## config.mk

```make
export PLATFORM = sky130hd
export DESIGN_NAME = led_slot_dither_scheduler
export DESIGN_NICKNAME = d
export VERILOG_FILES = /design/src/lsds_pkg.sv /design/src/lsds_ctrl.sv /design/src/lsds_datapath.sv /design/src/led_slot_dither_scheduler.sv
export SDC_FILE = /design/constraint.sdc
export NUM_CORES = 1
export LEC_CHECK = 0
export ABC_AREA = 1
export BUFFER_PORTS_ARGS = -buffer_cell sky130_fd_sc_hd__buf_2
export CAP_MARGIN = 20
export CORE_ASPECT_RATIO = 0.9
export CORE_MARGIN = 2
export CORE_UTILIZATION = 60
export CTS_CLUSTER_DIAMETER = 30
export CTS_CLUSTER_SIZE = 25
export DETAILED_ROUTE_END_ITERATION = 7
export PLACE_DENSITY = 0.78
export SKIP_LAST_GASP = 1
export SLEW_MARGIN = 20
export SYNTH_ARGS = -nofsm -noshare
export SYNTH_HDL_FRONTEND = slang
export SYNTH_SLANG_ARGS = --single-unit
```

## constraint.sdc

```tcl
create_clock -name clk -period 9.25 [get_ports clk]
set_input_delay 0 -clock clk [delete_from_list [all_inputs] [get_ports clk]]
set_output_delay 0 -clock clk [all_outputs]
set_load 0.005 [all_outputs]
```

## src/lsds_pkg.sv

```systemverilog
// Shared types, constants and helper functions for the LED slot dither scheduler.
// Used by the controller, the datapath and the top level; depends on nothing else.
package lsds_pkg;

    localparam int LSDS_NUM_ENTRIES = 13;
    localparam int CFG_IDX_W        = 2;
    localparam int CFG_DATA_W       = 8;

    localparam logic [CFG_IDX_W-1:0] REG_BEAT_TICKS  = 2'd0;
    localparam logic [CFG_IDX_W-1:0] REG_DEFAULT_DIR = 2'd1;

    localparam logic [7:0] BEAT_TICKS_RST  = 8'd64;
    localparam logic [7:0] DEFAULT_DIR_RST = 8'd255;
    localparam logic [7:0] TICKS_LEFT_RST  = 8'd64;

    typedef enum logic [0:0] {
        ST_IDLE = 1'b0,
        ST_CALC = 1'b1
    } lsds_state_t;

    typedef struct packed {
        logic load;
        logic slot;
        logic commit;
    } lsds_cmd_t;

    typedef struct packed {
        logic out_full;
    } lsds_status_t;

    // Dither phase sequence 0, 3, 1, 2.
    function automatic logic [1:0] next_dither(input logic [1:0] d);
        logic [1:0] n;
        begin
            n = d ^ 2'b10;
            if (n[1])
            begin
                n = n ^ 2'b01;
            end
            return n;
        end
    endfunction

endpackage

```

## src/lsds_ctrl.sv

```systemverilog
// Controller state machine of the LED slot dither scheduler.
// Depends on lsds_pkg for the state type and the command and status structs.
module lsds_ctrl
    import lsds_pkg::*;
(
    input  logic         clk,
    input  logic         rst_n,
    input  logic         in_valid,
    input  logic         mode,
    output logic         in_stall,
    output lsds_cmd_t    cmd,
    input  lsds_status_t status
);

    lsds_state_t state_reg;
    lsds_state_t state_next;

    always_ff @(posedge clk or negedge rst_n)
    begin
        if (!rst_n)
        begin
            state_reg <= ST_IDLE;
        end
        else
        begin
            state_reg <= state_next;
        end
    end

    always_comb
    begin
        state_next = state_reg;
        case (state_reg)
            ST_IDLE:
            begin
                if (in_valid && mode)
                begin
                    state_next = ST_CALC;
                end
            end
            ST_CALC:
            begin
                if (!status.out_full)
                begin
                    state_next = ST_IDLE;
                end
            end
            default:
            begin
                state_next = ST_IDLE;
            end
        endcase
    end

    always_comb
    begin
        in_stall   = 1'b1;
        cmd.load   = 1'b0;
        cmd.slot   = 1'b0;
        cmd.commit = 1'b0;
        case (state_reg)
            ST_IDLE:
            begin
                in_stall = 1'b0;
                cmd.load = in_valid && !mode;
                cmd.slot = in_valid && mode;
            end
            ST_CALC:
            begin
                cmd.commit = !status.out_full;
            end
            default:
            begin
                in_stall = 1'b1;
            end
        endcase
    end

endmodule

```

## src/lsds_datapath.sv

```systemverilog
// Datapath of the LED slot dither scheduler: entry table, beat state and output word.
// Depends on lsds_pkg; driven by the command struct from lsds_ctrl.
module lsds_datapath
    import lsds_pkg::*;
#(
    parameter int NUM_ENTRIES = LSDS_NUM_ENTRIES
)
(
    input  logic                  clk,
    input  logic                  rst_n,
    input  lsds_cmd_t             cmd,
    output lsds_status_t          status,
    input  logic                  cfg_we,
    input  logic [CFG_IDX_W-1:0]  cfg_index,
    input  logic [CFG_DATA_W-1:0] cfg_data,
    input  logic [3:0]            entry_index,
    input  logic [7:0]            entry_dir,
    input  logic [7:0]            entry_port,
    input  logic [7:0]            entry_value,
    output logic                  out_valid,
    input  logic                  out_stall,
    output logic [7:0]            led_port,
    output logic [7:0]            led_dir,
    output logic [7:0]            compare_value,
    output logic                  deep_sleep,
    output logic                  end_of_beat,
    output logic [3:0]            slot_index
);

    localparam int IDX_W = (NUM_ENTRIES > 1) ? $clog2(NUM_ENTRIES) : 1;
    localparam logic [IDX_W-1:0] LAST_IDX = IDX_W'(NUM_ENTRIES - 1);

    logic [23:0]      table_mem [NUM_ENTRIES];
    logic [23:0]      rd_data_reg;
    logic [IDX_W-1:0] pointer_reg;
    logic [IDX_W-1:0] pointer_next;
    logic [7:0]       ticks_left_reg;
    logic [7:0]       ticks_left_next;
    logic [1:0]       dither_reg;
    logic [1:0]       dither_next;
    logic [7:0]       beat_ticks_reg;
    logic [7:0]       default_dir_reg;
    logic             out_valid_reg;
    logic             out_valid_next;
    logic [7:0]       port_reg;
    logic [7:0]       dir_reg;
    logic [7:0]       cmp_reg;
    logic             eob_reg;
    logic [3:0]       index_reg;

    logic [7:0] rd_dir;
    logic [7:0] rd_port;
    logic [7:0] rd_value;
    logic [7:0] sum;
    logic [5:0] t_shift;
    logic [7:0] t_min;
    logic [7:0] t_slot;
    logic [7:0] dir_sel;
    logic [7:0] cmp;
    logic [7:0] remain;
    logic       eob;

    always_ff @(posedge clk)
    begin
        if (cmd.load && (32'(entry_index) < NUM_ENTRIES))
        begin
            table_mem[IDX_W'(entry_index)] <= {entry_dir, entry_port, entry_value};
        end
        if (cmd.slot)
        begin
            rd_data_reg <= table_mem[pointer_reg];
        end
    end

    always_ff @(posedge clk or negedge rst_n)
    begin
        if (!rst_n)
        begin
            beat_ticks_reg  <= BEAT_TICKS_RST;
            default_dir_reg <= DEFAULT_DIR_RST;
        end
        else if (cfg_we)
        begin
            case (cfg_index)
                REG_BEAT_TICKS:  beat_ticks_reg  <= cfg_data;
                REG_DEFAULT_DIR: default_dir_reg <= cfg_data;
                default:         beat_ticks_reg  <= beat_ticks_reg;
            endcase
        end
    end

    assign rd_dir   = rd_data_reg[23:16];
    assign rd_port  = rd_data_reg[15:8];
    assign rd_value = rd_data_reg[7:0];

    always_comb
    begin
        sum     = rd_value + 8'(dither_reg) + ((rd_value < 8'd8) ? 8'(dither_reg) : 8'd0);
        t_shift = sum[7:2];
        if (t_shift < 6'd2)
        begin
            t_min   = 8'd2;
            dir_sel = default_dir_reg;
        end
        else
        begin
            t_min   = {2'b00, t_shift};
            dir_sel = rd_dir;
        end
        if ((t_min > ticks_left_reg) || (rd_value == 8'd0))
        begin
            t_slot = ticks_left_reg;
        end
        else
        begin
            t_slot = t_min;
        end
        cmp    = t_slot - 8'd1;
        remain = ticks_left_reg - t_slot;
        eob    = remain < 8'd2;
    end

    always_comb
    begin
        pointer_next    = pointer_reg;
        ticks_left_next = ticks_left_reg;
        dither_next     = dither_reg;
        if (cmd.commit)
        begin
            if (eob)
            begin
                pointer_next    = '0;
                ticks_left_next = remain + beat_ticks_reg;
                dither_next     = next_dither(dither_reg);
            end
            else
            begin
                ticks_left_next = remain;
                pointer_next    = (pointer_reg == LAST_IDX) ? LAST_IDX : pointer_reg + 1'b1;
            end
        end
        out_valid_next = cmd.commit || (out_valid_reg && out_stall);
    end

    always_ff @(posedge clk or negedge rst_n)
    begin
        if (!rst_n)
        begin
            pointer_reg    <= '0;
            ticks_left_reg <= TICKS_LEFT_RST;
            dither_reg     <= 2'd0;
            out_valid_reg  <= 1'b0;
        end
        else
        begin
            pointer_reg    <= pointer_next;
            ticks_left_reg <= ticks_left_next;
            dither_reg     <= dither_next;
            out_valid_reg  <= out_valid_next;
        end
    end

    always_ff @(posedge clk)
    begin
        if (cmd.commit)
        begin
            port_reg  <= rd_port;
            dir_reg   <= dir_sel;
            cmp_reg   <= cmp;
            eob_reg   <= eob;
            index_reg <= 4'(pointer_reg);
        end
    end

    assign status.out_full = out_valid_reg && out_stall;
    assign out_valid       = out_valid_reg;
    assign led_port        = port_reg;
    assign led_dir         = dir_reg;
    assign compare_value   = cmp_reg;
    assign deep_sleep      = |cmp_reg[7:1];
    assign end_of_beat     = eob_reg;
    assign slot_index      = index_reg;

endmodule

```

## src/led_slot_dither_scheduler.sv

```systemverilog
// Top level of the LED slot dither scheduler.
// Instantiates lsds_ctrl and lsds_datapath; depends on lsds_pkg.
//
// A load word (mode 0) writes one table entry and is taken without a stall; a slot word
// (mode 1) reads the table entry at the slot pointer into a register in ST_IDLE, then works
// out the tick count and updates the beat state in ST_CALC, so the block takes no new word
// until the slot is done. The input is stalled in ST_CALC, and for longer while the previous
// result word is still held by a stalled output. Configuration writes are taken at any time
// and there is no clearing pass after reset.
module led_slot_dither_scheduler
    import lsds_pkg::*;
#(
    parameter int NUM_ENTRIES = LSDS_NUM_ENTRIES
)
(
    input  logic                  clk,
    input  logic                  rst_n,
    input  logic                  cfg_we,
    input  logic [CFG_IDX_W-1:0]  cfg_index,
    input  logic [CFG_DATA_W-1:0] cfg_data,
    input  logic                  in_valid,
    output logic                  in_stall,
    input  logic                  mode,
    input  logic [3:0]            entry_index,
    input  logic [7:0]            entry_dir,
    input  logic [7:0]            entry_port,
    input  logic [7:0]            entry_value,
    output logic                  out_valid,
    input  logic                  out_stall,
    output logic [7:0]            led_port,
    output logic [7:0]            led_dir,
    output logic [7:0]            compare_value,
    output logic                  deep_sleep,
    output logic                  end_of_beat,
    output logic [3:0]            slot_index
);

    lsds_cmd_t    cmd;
    lsds_status_t status;

    lsds_ctrl u_ctrl (
        .clk      (clk),
        .rst_n    (rst_n),
        .in_valid (in_valid),
        .mode     (mode),
        .in_stall (in_stall),
        .cmd      (cmd),
        .status   (status)
    );

    lsds_datapath #(
        .NUM_ENTRIES (NUM_ENTRIES)
    ) u_datapath (
        .clk           (clk),
        .rst_n         (rst_n),
        .cmd           (cmd),
        .status        (status),
        .cfg_we        (cfg_we),
        .cfg_index     (cfg_index),
        .cfg_data      (cfg_data),
        .entry_index   (entry_index),
        .entry_dir     (entry_dir),
        .entry_port    (entry_port),
        .entry_value   (entry_value),
        .out_valid     (out_valid),
        .out_stall     (out_stall),
        .led_port      (led_port),
        .led_dir       (led_dir),
        .compare_value (compare_value),
        .deep_sleep    (deep_sleep),
        .end_of_beat   (end_of_beat),
        .slot_index    (slot_index)
    );

endmodule

```

==> impl_summary.txt <==
----------------------------------------------------
[Final layout]
  Final cell utilization of the core ... 0.7248
  Net count reported at finish ... 1,526
  Share of cells above drive strength 1 ... 0.1703
  Commonest cells after routing, fill and taps aside ... edfxtp_1 (365), o21ai_0 (219), nor2_1 (182)
  Number of flip-flops in the largest register ... 312
  Most common cell after layout, fill and taps aside ... edfxtp_1
  Layout area overhead ... 18.85%

[Worst setup path]
  CP Capture Type ... register
  CP most frequent cell ... nand2_1
  Class of the most critical setup path ... register to register
  Data arrival, critical path ... 6810 ps
  Maximum fanout along the worst path ... 13
  Worst path slowest cell ... edfxtp_1
  Startpoint class of the critical path ... register
  Worst stage delay on the critical path ... 460 ps
  Worst path required time ... 9670 ps

[STA]
  Actual slew at the worst max-slew pin ... 948.9 ps
  Summed negative setup slack over all endpoints ... 0 ps
  Share of the cycle needed by the critical path after routing ... 0.6911
  Setup-failing EPs final ... 0
  Achievable clock frequency ... 156.4 MHz
  Minimum clock period after layout ... 6393 ps
  Final Hold Viols ... 0
  Number of pins with negative max-slew slack in the final report ... 0
  Worst relative slew slack ... 0.3674
  Unrepaired setup endpoints after global routing ... false
  Final clock skew ... 32.29 ps

[Outcome]
  Status ... finished clean

[CTS]
  Insertion delay to the later sink of the worst-skew pair ... 590 ps
  Clk slew on worst S/H paths ... 50 ps
  Number of CTS-inserted buffers ... 60
  Buffer depth of the longest clock path ... 3
  Level count of the clock H-tree ... 2
  CTS tree ... built
  TritonCTS Sinks ... 397
  Root buffer cell ... clkbuf_16

[Yosys]
  Number of enable-type register cells in the synthesized netlist ... 365
  Synthesized Nets ... 1,396
  Cell count after synthesis ... 1,324
  Cell area after synthesis ... 0.01648 mm2
  Share of the yosys chip area belonging to registers ... 0.7142
  Yosys synthesis warning count ... 0
  Main synth FF type ... edfxtp_1
  Synth Area per Inst ... 12.45 um2
  Post-synthesis sequential element count ... 397
  Number of different library cells in the post-synthesis netlist ... 41
  Fraction of registers with async set/reset ... 0.08060

[Route]
  Detailed-routing iteration count for the pre-antenna-repair pass ... 5
  Number of DRC violations after detailed-routing iteration 0 ... 1,466
  Drt via density ... 5.977
  Final Routed Wirelength ... 38,210 um
  Final ANT Viol Nets ... 0
  Vias ... 11.11k
  WL per Instance ... 20.57 um
  Drc violations ... 0

[Floorplanning]
  Floorplan Core Area ... 0.02703 mm2
  Die W ... 178.7 um
  Y dimension of the die ... 161.2 um
  Total number of placement rows ... 57
  Die area ... 0.02882 mm2
  Initial cell density of the core ... 0.6099
  Num ports ... 76

[Placement]
  Routability congestion estimate ... 0.8896
  DP Wirelength ... 19,900 um
  Count of input and output buffers ... 75

[Global routing]
  GRT Total Usage ... 0.2662
  Overflow left after global routing ... 0
  First-pass GRT wire length ... 58,500 um
  Vias in the first global route ... 10.82k
  Pin count of the biggest net entering global routing ... 93
  Number of antenna violations at the first check in global routing ... 1

[Power]
  Overall power consumption ... 6394 uW
  Pwr/cell area ... 326.4 mW/mm2
  Lkg Pwr ... 0.007161 uW
  Largest voltage drop on the vdd net ... 0.2343 mV

[Hold path]
  Class of the worst hold path ... input pin to register

[Flow run]
  Max Cap Violations ... 0

----------------------------------------------------
-- kinds of logic (layout without fill, tap and decap cells) --
kind of cell	count (synthesis)	in the layout	share of synthesized area
simple gates	398	398	0.1032
buf+inv	145	324	0.03362
compound gates	339	339	0.1168
other cells	0	1	0
xor+xnor	17	17	0.009488
flops	397	397	0.7142
fa+ha+maj	28	28	0.02262
-- worst paths after layout --
kind                                                 start                      endpoint  slack (ps)  cells after the start
worst min register to register  u_datapath.rd_data_reg[14]        u_datapath.led_port[6]         420                      0
worst max-delay path             u_datapath.rd_data_reg[4]  u_datapath.ticks_left_reg[7]        2860                     47
min in group asynchronous                            rst_n          u_datapath.out_valid          60                      2
max in group asynchronous                            rst_n     u_datapath.pointer_reg[0]        8600                      2
worst min-delay path                        entry_index[3]   u_datapath.table_mem[8][22]          20                      3
worst max register to register   u_datapath.rd_data_reg[4]  u_datapath.ticks_left_reg[7]        2860                     47
-- worst max-delay path, delay by kind of cell, from the launching register on --
family | cells | cell delay, ps
AOI/OAI and AO/OA | 5 | 610
xor gates and xnor gates | 2 | 360
adders and majority gates | 6 | 1860
buffers and inverters | 7 | 460
DFF | 1 | 460
and+or+nand+nor | 27 | 2470
-- power by group --
part	internal [uW]	leakage, uW	switching [uW]
logic	682	0.00254	1360
registers	2120	0.00368	96.7
clock network	1310	0.000934	823
-- stage by stage --
step / instance area [um2] / std cells / hold slack [ps] / setup WS (ps)
floorplan: 16480 / 1324 / -295.6 / 3371
global placement: 17250 / 1707 / 113.1 / 3135
detailed placement: 17250 / 1707 / 125.8 / 2911
CTS: 19590 / 1857 / 3.429 / 2875
global route: 19590 / 1858 / 40.28 / 2204
finish: 19590 / 1858 / 22.33 / 2857
-- per-layer routing --
layer  vias to the layer above  GRT usage  share of wire  wire, um
li1                       5081          -              -         -
met4                         0     0.1046          0.026       984
met3                        84    0.04496          0.090      3447
met5                         -          0              0         0
met2                       632     0.4235           0.48     18440
met1                      5309     0.3718           0.40     15340
-- cells in the mapped netlist, types with 2 or more instances --
master      n  area share
o22ai_1    58       0.022
nor2_1    195       0.044
nor2_4      3      0.0020
nand3_2     7      0.0043
nand4_1     7      0.0027
o211ai_1   18      0.0082
nand2_4     3      0.0020
buf_2       6      0.0018
edfxtp_1  365        0.66
fa_1        3      0.0036
o21ai_0   219       0.066
o221ai_1   23       0.012
dfstp_2    10       0.016
nand3_1    30      0.0091
ha_1       25       0.019
xor2_1     11      0.0058
inv_2       3     0.00068
inv_1      69       0.016
dfrtp_1    22       0.033
xnor2_1     5      0.0027
clkbuf_1   61       0.014
clkinv_1    3     0.00068
a21oi_1    14      0.0043
nand2_1   133       0.030
nand2_2     9      0.0034
nand3b_1    5      0.0023
clkinv_2    2     0.00061
nor3_1      2     0.00061
-- repair_timing --
action,4_1_cts,5_1_grt
endpoints found under the setup margin,0,0
hold buffers,39,0
hold endpoints to repair,364,0
resized for setup,0,0
buffers inserted,0,0
-- layout make-up --
type	count	area [um2]
repair buffers	136	930.9
inverters	77	294.0
clock buffers	66	1524
flip-flops and latches	397	11780
well taps	354	442.9
multi-input cells	782	4194
clock inverters	45	424.2
fillers	1749	7438
diodes	1	2.502
No activity file was read; power rests on OpenSTA's default activity.
